$ cat src/hdl/iabm_pkg.sv
`timescale 1ns / 1ps
`default_nettype none
// ----------------------------------------------------------------------------
// iabm_pkg
// Types and codes shared by the action binding mapper.
// ----------------------------------------------------------------------------
package iabm_pkg;

  localparam logic [8:0] Q_ONE = 9'd256;

  typedef enum logic [3:0] {
    REQ_KEY        = 4'd0,
    REQ_MOUSE      = 4'd1,
    REQ_FOCUS_LOST = 4'd2,
    REQ_FRAME_END  = 4'd3,
    REQ_ADD_ACT    = 4'd4,
    REQ_REM_ACT    = 4'd5,
    REQ_DEADZONE   = 4'd6,
    REQ_ADD_BIND   = 4'd7,
    REQ_REM_BIND   = 4'd8,
    REQ_CLR_BIND   = 4'd9,
    REQ_VIRTUAL    = 4'd10,
    REQ_QUERY      = 4'd11
  } req_t;

  localparam logic [2:0] ST_OK        = 3'd0;
  localparam logic [2:0] ST_NO_ACTION = 3'd1;
  localparam logic [2:0] ST_EXISTS    = 3'd2;
  localparam logic [2:0] ST_NOT_FOUND = 3'd3;
  localparam logic [2:0] ST_FULL      = 3'd4;

  typedef struct packed {
    logic       kind;
    logic [7:0] code;
    logic [8:0] strength;
    logic       active;
  } bind_t;

  typedef struct packed {
    logic jr;
    logic jp;
    logic pr;
  } flags_t;

  typedef struct packed {
    flags_t     flags;
    logic [8:0] strength;
    logic [8:0] virt;
    logic [8:0] deadzone;
  } act_t;

  typedef struct packed {
    req_t       req;
    logic       kind;
    logic [7:0] code;
    logic       down;
    logic [8:0] val;
    logic       sweep;
    logic       exists;
    logic       inr;
  } row_cmd_t;

  typedef struct packed {
    logic       act_we;
    logic       bind_we;
    logic       set_valid;
    logic       clr_valid;
    logic [2:0] status;
    logic       exists_after;
  } row_res_t;

endpackage
`default_nettype wire

$ cat src/hdl/iabm_row.sv
`timescale 1ns / 1ps
`default_nettype none
// ----------------------------------------------------------------------------
// iabm_row
// Modify one action row and its binding row; re-evaluate strength and flags.
// ----------------------------------------------------------------------------
module iabm_row #(
  parameter int BPA = 8
) (
  input  iabm_pkg::row_cmd_t           cmd,
  input  iabm_pkg::act_t               act_in,
  input  logic [BPA-1:0]               mask_in,
  input  iabm_pkg::bind_t [BPA-1:0]    ent_in,
  output iabm_pkg::act_t               act_out,
  output logic [BPA-1:0]               mask_out,
  output iabm_pkg::bind_t [BPA-1:0]    ent_out,
  output iabm_pkg::row_res_t           res
);

  logic [BPA-1:0] match;
  logic [BPA-1:0] first_hit;
  logic [BPA-1:0] first_free;
  logic           mkind;

  assign mkind = cmd.sweep ? (cmd.req == iabm_pkg::REQ_MOUSE) : cmd.kind;

  always_comb begin
    for (int i = 0; i < BPA; i++) begin
      match[i] = mask_in[i] && (ent_in[i].kind == mkind) && (ent_in[i].code == cmd.code);
    end
  end

  // lowest set bit
  assign first_hit  = match & (~match + BPA'(1));
  assign first_free = ~mask_in & (mask_in + BPA'(1));

  always_comb begin
    iabm_pkg::act_t act_n;
    logic           do_eval;
    logic           changed;
    logic [8:0]     s;
    logic           now;
    act_n   = act_in;
    mask_out = mask_in;
    ent_out  = ent_in;
    res      = '0;
    do_eval  = 1'b0;
    changed  = 1'b0;
    res.exists_after = cmd.exists;
    if (cmd.sweep) begin
      case (cmd.req)
        iabm_pkg::REQ_KEY, iabm_pkg::REQ_MOUSE: begin
          for (int i = 0; i < BPA; i++) begin
            if (match[i] && (ent_in[i].active != cmd.down)) begin
              ent_out[i].active = cmd.down;
              changed = 1'b1;
            end
          end
          do_eval     = changed;
          res.act_we  = cmd.exists && changed;
          res.bind_we = cmd.exists && changed;
        end
        iabm_pkg::REQ_FOCUS_LOST: begin
          for (int i = 0; i < BPA; i++) begin
            ent_out[i].active = 1'b0;
          end
          do_eval     = 1'b1;
          res.act_we  = cmd.exists;
          res.bind_we = cmd.exists;
        end
        iabm_pkg::REQ_FRAME_END: begin
          act_n.flags.jp = 1'b0;
          act_n.flags.jr = 1'b0;
          res.act_we     = cmd.exists;
        end
        default: begin
        end
      endcase
    end else begin
      case (cmd.req)
        iabm_pkg::REQ_KEY, iabm_pkg::REQ_MOUSE,
        iabm_pkg::REQ_FOCUS_LOST, iabm_pkg::REQ_FRAME_END: begin
          res.status = iabm_pkg::ST_OK;
        end
        iabm_pkg::REQ_ADD_ACT: begin
          if (!cmd.inr) begin
            res.status = iabm_pkg::ST_NO_ACTION;
          end else if (cmd.exists) begin
            res.status = iabm_pkg::ST_EXISTS;
          end else begin
            act_n          = '0;
            act_n.deadzone = cmd.val;
            mask_out       = '0;
            res.act_we     = 1'b1;
            res.bind_we    = 1'b1;
            res.set_valid  = 1'b1;
            res.exists_after = 1'b1;
          end
        end
        iabm_pkg::REQ_REM_ACT: begin
          if (!cmd.exists) begin
            res.status = iabm_pkg::ST_NO_ACTION;
          end else begin
            res.clr_valid    = 1'b1;
            res.exists_after = 1'b0;
          end
        end
        iabm_pkg::REQ_DEADZONE: begin
          if (!cmd.exists) begin
            res.status = iabm_pkg::ST_NO_ACTION;
          end else begin
            act_n.deadzone = cmd.val;
            do_eval        = 1'b1;
            res.act_we     = 1'b1;
          end
        end
        iabm_pkg::REQ_ADD_BIND: begin
          if (!cmd.exists) begin
            res.status = iabm_pkg::ST_NO_ACTION;
          end else if (|match) begin
            res.status = iabm_pkg::ST_EXISTS;
          end else if (&mask_in) begin
            res.status = iabm_pkg::ST_FULL;
          end else begin
            for (int i = 0; i < BPA; i++) begin
              if (first_free[i]) begin
                mask_out[i]         = 1'b1;
                ent_out[i].kind     = cmd.kind;
                ent_out[i].code     = cmd.code;
                ent_out[i].strength = cmd.val;
                ent_out[i].active   = cmd.down;
              end
            end
            do_eval     = 1'b1;
            res.act_we  = 1'b1;
            res.bind_we = 1'b1;
          end
        end
        iabm_pkg::REQ_REM_BIND: begin
          if (!cmd.exists) begin
            res.status = iabm_pkg::ST_NO_ACTION;
          end else if (!(|match)) begin
            res.status = iabm_pkg::ST_NOT_FOUND;
          end else begin
            mask_out    = mask_in & ~first_hit;
            do_eval     = 1'b1;
            res.act_we  = 1'b1;
            res.bind_we = 1'b1;
          end
        end
        iabm_pkg::REQ_CLR_BIND: begin
          if (!cmd.exists) begin
            res.status = iabm_pkg::ST_NO_ACTION;
          end else begin
            mask_out    = '0;
            do_eval     = 1'b1;
            res.act_we  = 1'b1;
            res.bind_we = 1'b1;
          end
        end
        iabm_pkg::REQ_VIRTUAL: begin
          if (!cmd.exists) begin
            res.status = iabm_pkg::ST_NO_ACTION;
          end else begin
            act_n.virt = cmd.val;
            do_eval    = 1'b1;
            res.act_we = 1'b1;
          end
        end
        default: begin
          res.status = cmd.exists ? iabm_pkg::ST_OK : iabm_pkg::ST_NO_ACTION;
        end
      endcase
    end

    // strength = max of virtual and active binding strengths
    s = act_n.virt;
    for (int i = 0; i < BPA; i++) begin
      if (mask_out[i] && ent_out[i].active && (ent_out[i].strength > s)) begin
        s = ent_out[i].strength;
      end
    end
    now = s > act_n.deadzone;
    if (do_eval) begin
      if (now && !act_in.flags.pr) begin
        act_n.flags.jp = 1'b1;
      end
      if (!now && act_in.flags.pr) begin
        act_n.flags.jr = 1'b1;
      end
      act_n.flags.pr = now;
      act_n.strength = s;
    end
    act_out = act_n;
  end

endmodule
`default_nettype wire
$ cat config.mk
export PLATFORM = sky130hd
export DESIGN_NAME = iabm_row
export DESIGN_NICKNAME = d
export VERILOG_FILES = /design/src/hdl/iabm_pkg.sv /design/src/hdl/iabm_row.sv
export SDC_FILE = /design/constraint.sdc
export NUM_CORES = 1
export LEC_CHECK = 0
export BUFFER_PORTS_ARGS = -buffer_cell sky130_fd_sc_hd__buf_2
export CAP_MARGIN = 0
export CORE_AREA = 4 4 160 162
export DETAILED_ROUTE_END_ITERATION = 8
export DIE_AREA = 0 0 164 166
export PLACE_DENSITY = 0.64
export SYNTH_ARGS = -nofsm -noshare
export SYNTH_HDL_FRONTEND = slang
export SYNTH_SLANG_ARGS = --single-unit
$ cat constraint.sdc
create_clock -name vclk -period 45.1
set_input_delay 6.765 -clock vclk [all_inputs]
set_output_delay 6.765 -clock vclk [all_outputs]
set_load 0.01 [all_outputs]
==> impl_table.tex, run 1 <==
\begin{tabular}{lr}
\hline
Metric & Value \\
\hline
\multicolumn{2}{l}{\textbf{Placement}} \\
\quad Global placer's final weighted congestion & 0.960 \\
\quad PortBufs & about 410 \\
\quad Cell area reported after detailed placement & 9820 sq um \\
\quad Final HPWL from detailed placement & 31.4 mm \\
\multicolumn{2}{l}{\textbf{CTS}} \\
\quad Post-CTS Setup Inserts & 0 \\
\quad CTS hold repair buffers & 0 \\
\quad Quantity of gates resized following cts & 0 \\
\multicolumn{2}{l}{\textbf{Min path}} \\
\quad Classification of the worst-slack hold path & input port to output pin \\
\multicolumn{2}{l}{\textbf{Power and ir drop}} \\
\quad Power per cell area & approximately 15 nW/um\^{}2 \\
\quad Fraction of power consumed by the clock network & 0 \\
\quad Sequential power share & 0 \\
\quad Sw frac & 0.575 \\
\quad Static leakage power & 4.99 nW \\
\quad Peak supply drop & between 0.006 and 0.007 mV \\
\quad Switching power total & 0.0856 mW \\
\quad Combinational cell fraction of total power & 1.000 \\
\quad Design internal power & 0.0633 mW \\
\quad Power, Total & 0.149 mW \\
\multicolumn{2}{l}{\textbf{Cells and area}} \\
\quad Area of combinational cells with multiple inputs & 6910 sq um \\
\quad Share of cells above drive strength 1 & 0.417 \\
\quad Number of fill cells in the layout & 2627 \\
\quad Clock buffer count in the final layout & 0 \\
\quad Leading cell type in the layout, fill and taps excluded & sky130\_fd\_sc\_hd\_\_buf\_2 \\
\quad Area used by sequential logic in the layout & 0 sq um \\
\quad Post-layout net count & 1688 \\
\quad Area added between synthesis and finish & 30.5\% \\
\quad Commonest non-fill, non-tap cells in the layout & sky130\_fd\_sc\_hd\_\_buf\_2, sky130\_fd\_sc\_hd\_\_mux2\_2, sky130\_fd\_sc\_hd\_\_nand2\_1 \\
\quad Number of sequential cells in the layout & 0 \\
\quad Finished layout cell area & 9820 sq um \\
\quad Fraction of the core area covered by cells at the end of the flow & 0.407 \\
\multicolumn{2}{l}{\textbf{Global route}} \\
\quad Grt total ovfl & 0 \\
\quad Global-route wire length before repair & 54.0 mm \\
\quad Vias in the first global route & $\sim$9100 \\
\quad Global Route Usage Sum & 0.249 \\
\quad Maximum number of pins on one net before global-route repair & 29 \\
\quad Initial antenna violation count & 1 \\
\multicolumn{2}{l}{\textbf{Critical path}} \\
\quad Critical path capture point type & output pin \\
\quad Crit path required time & 38.33 ns \\
\quad Most repeated library cell on the critical path & sky130\_fd\_sc\_hd\_\_a21oi\_1 \\
\quad Critical-path top delay cell & sky130\_fd\_sc\_hd\_\_a31oi\_1 \\
\quad Slowest cell delay on critical path & around 0.75 ns \\
\quad Startpoint class of the critical path & input port \\
\quad Arrival time of data at the critical path endpoint & 27.52 ns \\
\quad Highest net fanout along the worst path & 28 \\
\quad Worst Path Class, Setup & input port to output pin \\
\multicolumn{2}{l}{\textbf{Timing}} \\
\quad Final TNS setup & 0 ns \\
\quad Setup repair after global routing missed its margin & false \\
\quad Achievable clock frequency & 29.2 MHz \\
\quad Number of pins with negative max-slew slack in the final report & 0 \\
\quad Final hold violations & 0 \\
\quad Min Clock Period, post-route & 34.28 ns \\
\quad Final worst-path cycle share & 0.760 \\
\quad Slew of the pin with the lowest slew margin & 0.962 ns \\
\quad Relative slew margins & 0.353 \\
\quad Number of setup violations in the final report & 0 \\
\multicolumn{2}{l}{\textbf{Floorplan}} \\
\quad Ports placed on the boundary & between 400 and 500 \\
\quad Total die area & 27200 sq um \\
\quad Placement row count & 57 \\
\quad Area of the placeable core & 24100 sq um \\
\quad Height of the die & 166 um \\
\quad Width of the die & 164 um \\
\quad Initial cell density of the core & 0.312 \\
\multicolumn{2}{l}{\textbf{Job}} \\
\quad Max Cap Violations & 0 \\
\multicolumn{2}{l}{\textbf{Drt}} \\
\quad Total wire length after detailed routing & $\sim$37 mm \\
\quad Wirelength per Cell & around 21 um \\
\quad Number of design-rule violations left by the first detailed-router iteration & 679 \\
\quad Detailed route wirelength on metal2 & $\sim$17 mm \\
\quad Average vias per placed instance & 5.47 \\
\quad Total number of vias & 9432 \\
\quad Metal-1 WL & 15.5 mm \\
\quad \# DRC & 0 \\
\quad Routed Antenna Nets & 0 \\
\quad Highest metal layer with signal wires & met5 \\
\quad Met3 wire length & 2.89 mm \\
\quad Router iterations before antenna repair & 6 \\
\multicolumn{2}{l}{\textbf{Yosys}} \\
\quad Post-synthesis xor/xnor area fraction & 0.0978 \\
\quad Mean Syn Cell Area & 7.25 sq um \\
\quad Main combinational cell family by area after synthesis & multiplexers \\
\quad Simple-gate share of the synthesized area & 0.196 \\
\quad Yosys Warn Count & 0 \\
\quad Cell Area, Synth & 7520 sq um \\
\quad Sequential element share of the synthesized area & 0 \\
\quad Post-synthesis share of cell area spent on full adders, half adders and majority gates & 0.118 \\
\quad Cell count after synthesis & 1038 \\
\quad Post-synthesis net count & 1325 \\
\quad Compound-Gate Fraction of Synth Area & 0.221 \\
\quad Portion of netlist area occupied by mux cells & 0.284 \\
\quad Count of unique library cells instantiated by Yosys & 83 \\
\multicolumn{2}{l}{\textbf{Run status}} \\
\quad Outcome & complete, no violations \\
\hline
\end{tabular}
final cells by class:
cell class,count,share of cell area
tap,324,0.0413
inverter,88,0.0336
timing repair buffer,427,0.221
multi-input combinational,884,0.704
antenna,1,0.000255
power by group through the flow:
stage	clock network [mW]	logic (mW)	registers, mW
floorplan	0	0.0995	0
global placement	0	0.147	0
detailed placement	0	0.148	0
CTS	0	0.149	0
global route	0	0.165	0
finish	0.00000000297	0.149	0
path summary, 6_finish.rpt:
check | to | start | cells past startpoint | slack [ns]
setup / recovery | act_out[28] | cmd[2] | 100 | 10.82
hold / removal | act_out[28] | act_in[28] | 4 | 13.82
layer usage:
layer  GRT usage  vias up
met2       0.435      474
met1       0.334     4424
met3      0.0246       44
met5           0        -
li1            -     4488
met4      0.0441        2
stage by stage:
step | worst slack, ns | hold slack [ns] | cells
floorplan | 13.02 | 13.65 | 1038
global placement | 11.50 | 13.82 | 1723
detailed placement | 11.00 | 13.83 | 1723
CTS | 10.95 | 13.83 | 1723
global route | 8.79 | 13.85 | 1723
finish | 10.82 | 13.82 | 1724
kinds of logic after synthesis:
| logic type | after synthesis |
|---|---|
| AO/OA/AOI/OAI | 248 |
| adder cells (fa/ha/maj) | 71 |
| XOR/XNOR | 81 |
| AND/OR/NAND/NOR | 289 |
| multiplexers | 195 |
| buffers and inverters | 154 |
synth_stat cells (3+ instances only):
cell                       number  area (sq um)
sky130_fd_sc_hd__mux2_2       119          1340
sky130_fd_sc_hd__nand2_1       88           330
sky130_fd_sc_hd__inv_1         86           323
sky130_fd_sc_hd__a21oi_1       75           375
sky130_fd_sc_hd__xnor2_1       72           631
sky130_fd_sc_hd__ha_1          71           888
sky130_fd_sc_hd__mux2i_1       69           691
sky130_fd_sc_hd__o21ai_0       60           300
sky130_fd_sc_hd__nor2_1        56           210
sky130_fd_sc_hd__clkbuf_1      31           116
sky130_fd_sc_hd__nand3_1       27           135
sky130_fd_sc_hd__buf_2         22           110
sky130_fd_sc_hd__nand4_1       17           106
sky130_fd_sc_hd__nor2b_1       15          93.8
sky130_fd_sc_hd__nand2b_1      14          87.6
sky130_fd_sc_hd__a22oi_1       12          90.1
sky130_fd_sc_hd__a31oi_1       11          68.8
sky130_fd_sc_hd__nor3_1        11          55.1
sky130_fd_sc_hd__a21o_1        10          75.1
sky130_fd_sc_hd__o21a_1        10          75.1
sky130_fd_sc_hd__buf_1          9          33.8
sky130_fd_sc_hd__o221ai_1       9          78.8
sky130_fd_sc_hd__or3_1          9          56.3
sky130_fd_sc_hd__and2_1         7          43.8
sky130_fd_sc_hd__nor4_1         7          43.8
sky130_fd_sc_hd__xor2_1         7          61.3
sky130_fd_sc_hd__a211oi_1       6          45.0
sky130_fd_sc_hd__a221oi_1       6          52.6
sky130_fd_sc_hd__and3_1         6          37.5
sky130_fd_sc_hd__or2_2          6          37.5
sky130_fd_sc_hd__or4_1          6          45.0
sky130_fd_sc_hd__nand3b_1       5          37.5
sky130_fd_sc_hd__o31ai_1        5          37.5
sky130_fd_sc_hd__mux2_4         4          60.1
sky130_fd_sc_hd__o211a_1        4          40.0
sky130_fd_sc_hd__o21ai_1        4          20.0
sky130_fd_sc_hd__a22o_1         3          26.3
sky130_fd_sc_hd__a41oi_1        3          26.3
sky130_fd_sc_hd__o32a_1         3          30.0
worst max-delay path: cells and delay by family:
kind                       cells  cell delay, ns
AOI/OAI and AO/OA             48            9.29
and+or+nand+nor               29            5.42
adders and majority gates      9            2.58
muxes                          5            1.78
buffers and inverters          8            1.45
xor gates and xnor gates       1            0.20
Note: power is estimated with default switching activity, not from simulation.
==> inputs of run 2 (changes only) <==
==> constraint.sdc (replaced) <==
create_clock -name vclk -period 34.4
set_input_delay 5.16 -clock vclk [all_inputs]
set_output_delay 5.16 -clock vclk [all_outputs]
set_load 0.01 [all_outputs]
==> impl_table.tex, run 2 (synthesized netlist as in run 1, its figures left out) <==
\begin{tabular}{lr}
\hline
Metric & Value \\
\hline
\multicolumn{2}{l}{\textbf{Floorplan}} \\
\quad Total die area & 27200 sq um \\
\quad Area of the placeable core & approximately 24000 sq um \\
\quad Ports placed on the boundary & 414 \\
\quad Placement row count & 57 \\
\quad Height of the die & 166 um \\
\quad Width of the die & 164 um \\
\quad Initial cell density of the core & 0.312 \\
\multicolumn{2}{l}{\textbf{Timing}} \\
\quad Final worst-path cycle share & 0.905 \\
\quad Slew of the pin with the lowest slew margin & about 0.95 ns \\
\quad Number of pins with negative max-slew slack in the final report & 0 \\
\quad Final TNS setup & 0 ns \\
\quad Relative slew margins & 0.359 \\
\quad Min Clock Period, post-route & 31.14 ns \\
\quad Final-layout worst hold slack & between 10 and 15 ns \\
\quad Final hold violations & 0 \\
\quad Setup repair after global routing missed its margin & false \\
\quad Number of setup violations in the final report & 0 \\
\quad Achievable clock frequency & 32.1 MHz \\
\multicolumn{2}{l}{\textbf{Drt}} \\
\quad Detailed route wirelength on metal2 & 17.0 mm \\
\quad Routed Antenna Nets & 0 \\
\quad Wirelength per Cell & between 20 and 25 um \\
\quad Total number of vias & 9416 \\
\quad Metal-1 WL & 15.6 mm \\
\quad \# DRC & 0 \\
\quad Highest metal layer with signal wires & met5 \\
\quad Average vias per placed instance & 5.46 \\
\quad Number of design-rule violations left by the first detailed-router iteration & between 500 and 600 \\
\quad Met3 wire length & 3.01 mm \\
\quad Total wire length after detailed routing & 36.7 mm \\
\quad Router iterations before antenna repair & 5 \\
\multicolumn{2}{l}{\textbf{Global route}} \\
\quad Global Route Usage Sum & 0.251 \\
\quad Global-route wire length before repair & roughly 54 mm \\
\quad Grt total ovfl & 0 \\
\quad Vias in the first global route & 9113 \\
\quad Maximum number of pins on one net before global-route repair & 29 \\
\quad Initial antenna violation count & 1 \\
\multicolumn{2}{l}{\textbf{Critical path}} \\
\quad Worst Path Class, Setup & input port to output pin \\
\quad Arrival time of data at the critical path endpoint & 25.98 ns \\
\quad Critical-path top delay cell & sky130\_fd\_sc\_hd\_\_a31oi\_1 \\
\quad Highest net fanout along the worst path & 28 \\
\quad Slowest cell delay on critical path & 0.75 ns \\
\quad Critical path capture point type & output pin \\
\quad Crit path required time & 29.24 ns \\
\quad Most repeated library cell on the critical path & sky130\_fd\_sc\_hd\_\_a21oi\_1 \\
\quad Startpoint class of the critical path & input port \\
\multicolumn{2}{l}{\textbf{Placement}} \\
\quad Instance count after placement with tap cells included & roughly 1700 \\
\quad PortBufs & 414 \\
\quad Global placer's final weighted congestion & 0.961 \\
\quad Final HPWL from detailed placement & 31.5 mm \\
\quad Cell area reported after detailed placement & between 9000 and 10000 sq um \\
\multicolumn{2}{l}{\textbf{Power and ir drop}} \\
\quad Static leakage power & around 5 nW \\
\quad Power, Total & just under 0.2 mW \\
\quad Peak supply drop & 0.00881 mV \\
\quad Power per cell area & 19.9 nW/um\^{}2 \\
\multicolumn{2}{l}{\textbf{Cells and area}} \\
\quad Number of sequential cells in the layout & 0 \\
\quad Area used by sequential logic in the layout & 0 sq um \\
\quad Leading cell type in the layout, fill and taps excluded & sky130\_fd\_sc\_hd\_\_buf\_2 \\
\quad Area added between synthesis and finish & 30.5\% \\
\quad Finished layout cell area & 9820 sq um \\
\quad Post-layout net count & 1688 \\
\quad Final instance count without filler cells & $\sim$1700 \\
\quad Share of cells above drive strength 1 & 0.417 \\
\quad Commonest non-fill, non-tap cells in the layout & sky130\_fd\_sc\_hd\_\_buf\_2, sky130\_fd\_sc\_hd\_\_mux2\_2, sky130\_fd\_sc\_hd\_\_nand2\_1 \\
\quad Clock buffer count in the final layout & 0 \\
\quad Total inserted antenna cells & 0 \\
\multicolumn{2}{l}{\textbf{Min path}} \\
\quad Classification of the worst-slack hold path & input port to output pin \\
\quad Startpoint of the lowest-slack hold path & act\_in[28] \\
\quad Worst Hold End & act\_out[28] \\
\quad Worst hold path depth & 4 \\
\multicolumn{2}{l}{\textbf{CTS}} \\
\quad Quantity of gates resized following cts & 0 \\
\quad Post-CTS Setup Inserts & 0 \\
\quad CTS hold repair buffers & 0 \\
\multicolumn{2}{l}{\textbf{Job}} \\
\quad Max Cap Violations & 0 \\
\multicolumn{2}{l}{\textbf{Run status}} \\
\quad Outcome & complete, no violations \\
\hline
\end{tabular}
[run 2: metal layers]
metal	GRT usage	vias to the layer above
met5	0	-
met4	0.0609	2
met3	0.0442	72
met2	0.424	465
met1	0.330	4398
li1	-	4479
[run 2: stage by stage]
step | setup WS [ns] | util
5_1_grt | 1.25 | 0.407
3_3_place_gp | 4.00 | 0.407
2_1_floorplan | 5.53 | -
3_5_place_dp | 3.40 | 0.407
4_1_cts | 3.38 | 0.407
6_report | 3.26 | 0.407
[run 2: worst max-delay path by stage]
stage                        from          end  slack (ns)  cells past startpoint
final                      cmd[2]  act_out[28]        3.26                    102
after global routing       cmd[2]  act_out[28]        1.25                    101
after CTS                  cmd[2]  act_out[28]        3.38                    102
after detailed placement   cmd[2]  act_out[28]        3.40                    102
after global placement     cmd[2]  act_out[27]        4.00                    102
after floorplan           cmd[22]  act_out[28]        5.53                    109
[run 2: where the power goes]
part / internal, mW / switching, mW
combinational: 0.0830 / 0.113
sequential: 0 / 0
clock: 0 / 0
total: 0.0830 / 0.113
[run 2: worst max-delay path, delay by kind of cell]
kind | cells | cell delay (ns)
xor gates and xnor gates | 1 | 0.17
muxes | 5 | 1.73
buffers and inverters | 9 | 1.62
and+or+nand+nor | 30 | 5.29
adders and majority gates | 9 | 2.54
AOI/OAI and AO/OA | 48 | 9.45
[run 2: layout make-up]
| cell class | instances | area, sq um |
|---|---|---|
| multi-input cells | 884 | 6910 |
| well taps | 324 | 405 |
| repair buffers | 427 | 2170 |
| fillers | 2601 | 14300 |
| inverters | 88 | 330 |
==> inputs of run 3 (changes only) <==
--- a/config.mk
+++ b/config.mk
@@ -5,12 +5,12 @@
 export SDC_FILE = /design/constraint.sdc
 export NUM_CORES = 1
 export LEC_CHECK = 0
-export BUFFER_PORTS_ARGS = -buffer_cell sky130_fd_sc_hd__buf_2
 export CAP_MARGIN = 0
 export CORE_AREA = 4 4 160 162
 export DETAILED_ROUTE_END_ITERATION = 8
 export DIE_AREA = 0 0 164 166
-export PLACE_DENSITY = 0.64
+export DONT_BUFFER_PORTS = 1
+export PLACE_DENSITY = 0.5
 export SYNTH_ARGS = -nofsm -noshare
 export SYNTH_HDL_FRONTEND = slang
 export SYNTH_SLANG_ARGS = --single-unit
==> impl_table.tex, run 3 (synthesized netlist as in run 1, its figures left out) <==
\begin{tabular}{lr}
\hline
Metric & Value \\
\hline
\multicolumn{2}{l}{\textbf{Run status}} \\
\quad Outcome & complete, no violations \\
\multicolumn{2}{l}{\textbf{Drt}} \\
\quad Average vias per placed instance & approximately 6.0 \\
\quad Detailed route wirelength on metal2 & around 16 mm \\
\quad Wirelength per Cell & 25.8 um \\
\quad Highest metal layer with signal wires & met4 \\
\quad Met3 wire length & 3.37 mm \\
\quad Total wire length after detailed routing & 33.8 mm \\
\quad Metal-1 WL & 14.0 mm \\
\quad Number of design-rule violations left by the first detailed-router iteration & approximately 510 \\
\quad Routed Antenna Nets & 0 \\
\quad \# DRC & 0 \\
\quad Router iterations before antenna repair & 5 \\
\quad Total number of vias & 7857 \\
\multicolumn{2}{l}{\textbf{Critical path}} \\
\quad Worst setup startpoint & cmd[23] \\
\quad Startpoint class of the critical path & input port \\
\quad Arrival time of data at the critical path endpoint & 26.48 ns \\
\quad Critical-path top delay cell & sky130\_fd\_sc\_hd\_\_nor4\_1 \\
\quad Crit path required time & 29.24 ns \\
\quad Worst path bufs/invs & 5 \\
\quad Worst Path Class, Setup & input port to output pin \\
\quad Highest net fanout along the worst path & 18 \\
\quad Total number of cells along the worst setup path & between 90 and 100 \\
\quad Worst path top cell family by delay & compound AO/OA/AOI/OAI gates \\
\quad Critical path capture point type & output pin \\
\quad Slowest cell delay on critical path & 0.96 ns \\
\quad Most repeated library cell on the critical path & sky130\_fd\_sc\_hd\_\_o21ai\_0 \\
\multicolumn{2}{l}{\textbf{Power and ir drop}} \\
\quad Power per cell area & 20.5 nW/um\^{}2 \\
\quad Static leakage power & 3.34 nW \\
\quad Peak supply drop & 0.00861 mV \\
\multicolumn{2}{l}{\textbf{Timing}} \\
\quad Setup repair after global routing missed its margin & false \\
\quad Number of setup violations in the final report & 0 \\
\quad Final TNS setup & 0 ns \\
\quad Number of pins with negative max-slew slack in the final report & 0 \\
\quad Final hold violations & 0 \\
\quad Min Clock Period, post-route & between 30 and 40 ns \\
\quad Final worst-path cycle share & 0.920 \\
\quad Slew of the pin with the lowest slew margin & roughly 1.2 ns \\
\quad Relative slew margins & 0.183 \\
\quad Achievable clock frequency & 31.6 MHz \\
\multicolumn{2}{l}{\textbf{Placement}} \\
\quad Final HPWL from detailed placement & 29.0 mm \\
\quad PortBufs & 0 \\
\quad Global placer's final weighted congestion & 0.955 \\
\quad Instance count after placement with tap cells included & 1306 \\
\multicolumn{2}{l}{\textbf{Floorplan}} \\
\quad Area of the placeable core & 24100 sq um \\
\quad Ports placed on the boundary & 414 \\
\quad Width of the die & 164 um \\
\quad Total die area & 27200 sq um \\
\quad Height of the die & 166 um \\
\quad Initial cell density of the core & 0.312 \\
\quad Placement row count & between 50 and 60 \\
\multicolumn{2}{l}{\textbf{Global route}} \\
\quad Grt total ovfl & 0 \\
\quad Vias in the first global route & 7814 \\
\quad Global-route wire length before repair & 49.2 mm \\
\quad Global Route Usage Sum & 0.230 \\
\quad Initial antenna violation count & 1 \\
\quad Maximum number of pins on one net before global-route repair & 29 \\
\multicolumn{2}{l}{\textbf{Min path}} \\
\quad Startpoint of the lowest-slack hold path & cmd[2] \\
\quad Classification of the worst-slack hold path & input port to output pin \\
\quad Worst hold path depth & 1 \\
\multicolumn{2}{l}{\textbf{CTS}} \\
\quad CTS hold repair buffers & 0 \\
\quad Post-CTS Setup Inserts & 0 \\
\quad Quantity of gates resized following cts & 0 \\
\multicolumn{2}{l}{\textbf{Cells and area}} \\
\quad Area of combinational cells with multiple inputs & 6920 sq um \\
\quad Share of cells above drive strength 1 & 0.170 \\
\quad Post-layout net count & 1271 \\
\quad Clock buffer count in the final layout & 0 \\
\quad Area used by sequential logic in the layout & 0 sq um \\
\quad Leading cell type in the layout, fill and taps excluded & sky130\_fd\_sc\_hd\_\_mux2\_2 \\
\quad Number of sequential cells in the layout & 0 \\
\quad Commonest non-fill, non-tap cells in the layout & sky130\_fd\_sc\_hd\_\_mux2\_2, sky130\_fd\_sc\_hd\_\_nand2\_1, sky130\_fd\_sc\_hd\_\_inv\_1 \\
\quad Area added between synthesis and finish & 2.78\% \\
\quad Final instance count without filler cells & around 1300 \\
\quad Number of fill cells in the layout & between 2000 and 3000 \\
\multicolumn{2}{l}{\textbf{Job}} \\
\quad Max Cap Violations & 0 \\
\hline
\end{tabular}
## run 3: final cells by class
type                       instances  area share
antenna                            1    0.000324
inverter                          88      0.0427
multi-input combinational        884       0.895
tap                              324      0.0524
timing repair buffer              10     0.00971
## run 3: per-layer routing
| layer | vias to the layer above | global-route usage |
|---|---|---|
| li1 | 3654 | - |
| met5 | - | 0 |
| met1 | 3756 | 0.296 |
| met2 | 408 | 0.385 |
| met3 | 39 | 0.0663 |
| met4 | 0 | 0.0379 |
## run 3: final timing paths
kind                           to
worst min-delay path       res[1]
worst max-delay path  act_out[28]
## run 3: metrics by stage
step	util	cell area (sq um)	power [mW]	setup slack, ns	hold WS, ns
finish	0.321	7730	0.158	2.76	10.38
global route	0.321	7730	0.178	0.589	10.39
CTS	0.321	7730	0.159	2.68	10.38
detailed placement	0.321	7730	0.158	2.75	10.38
global placement	0.321	7730	0.158	3.19	10.38
floorplan	-	7520	0.130	5.53	10.44
## run 3: power breakdown
| part | switching [mW] | internal [mW] |
|---|---|---|
| Combinational | 0.0923 | 0.0662 |
| Sequential | 0 | 0 |
| Clock | 0 | 0.00000000389 |
| Total | 0.0923 | 0.0662 |
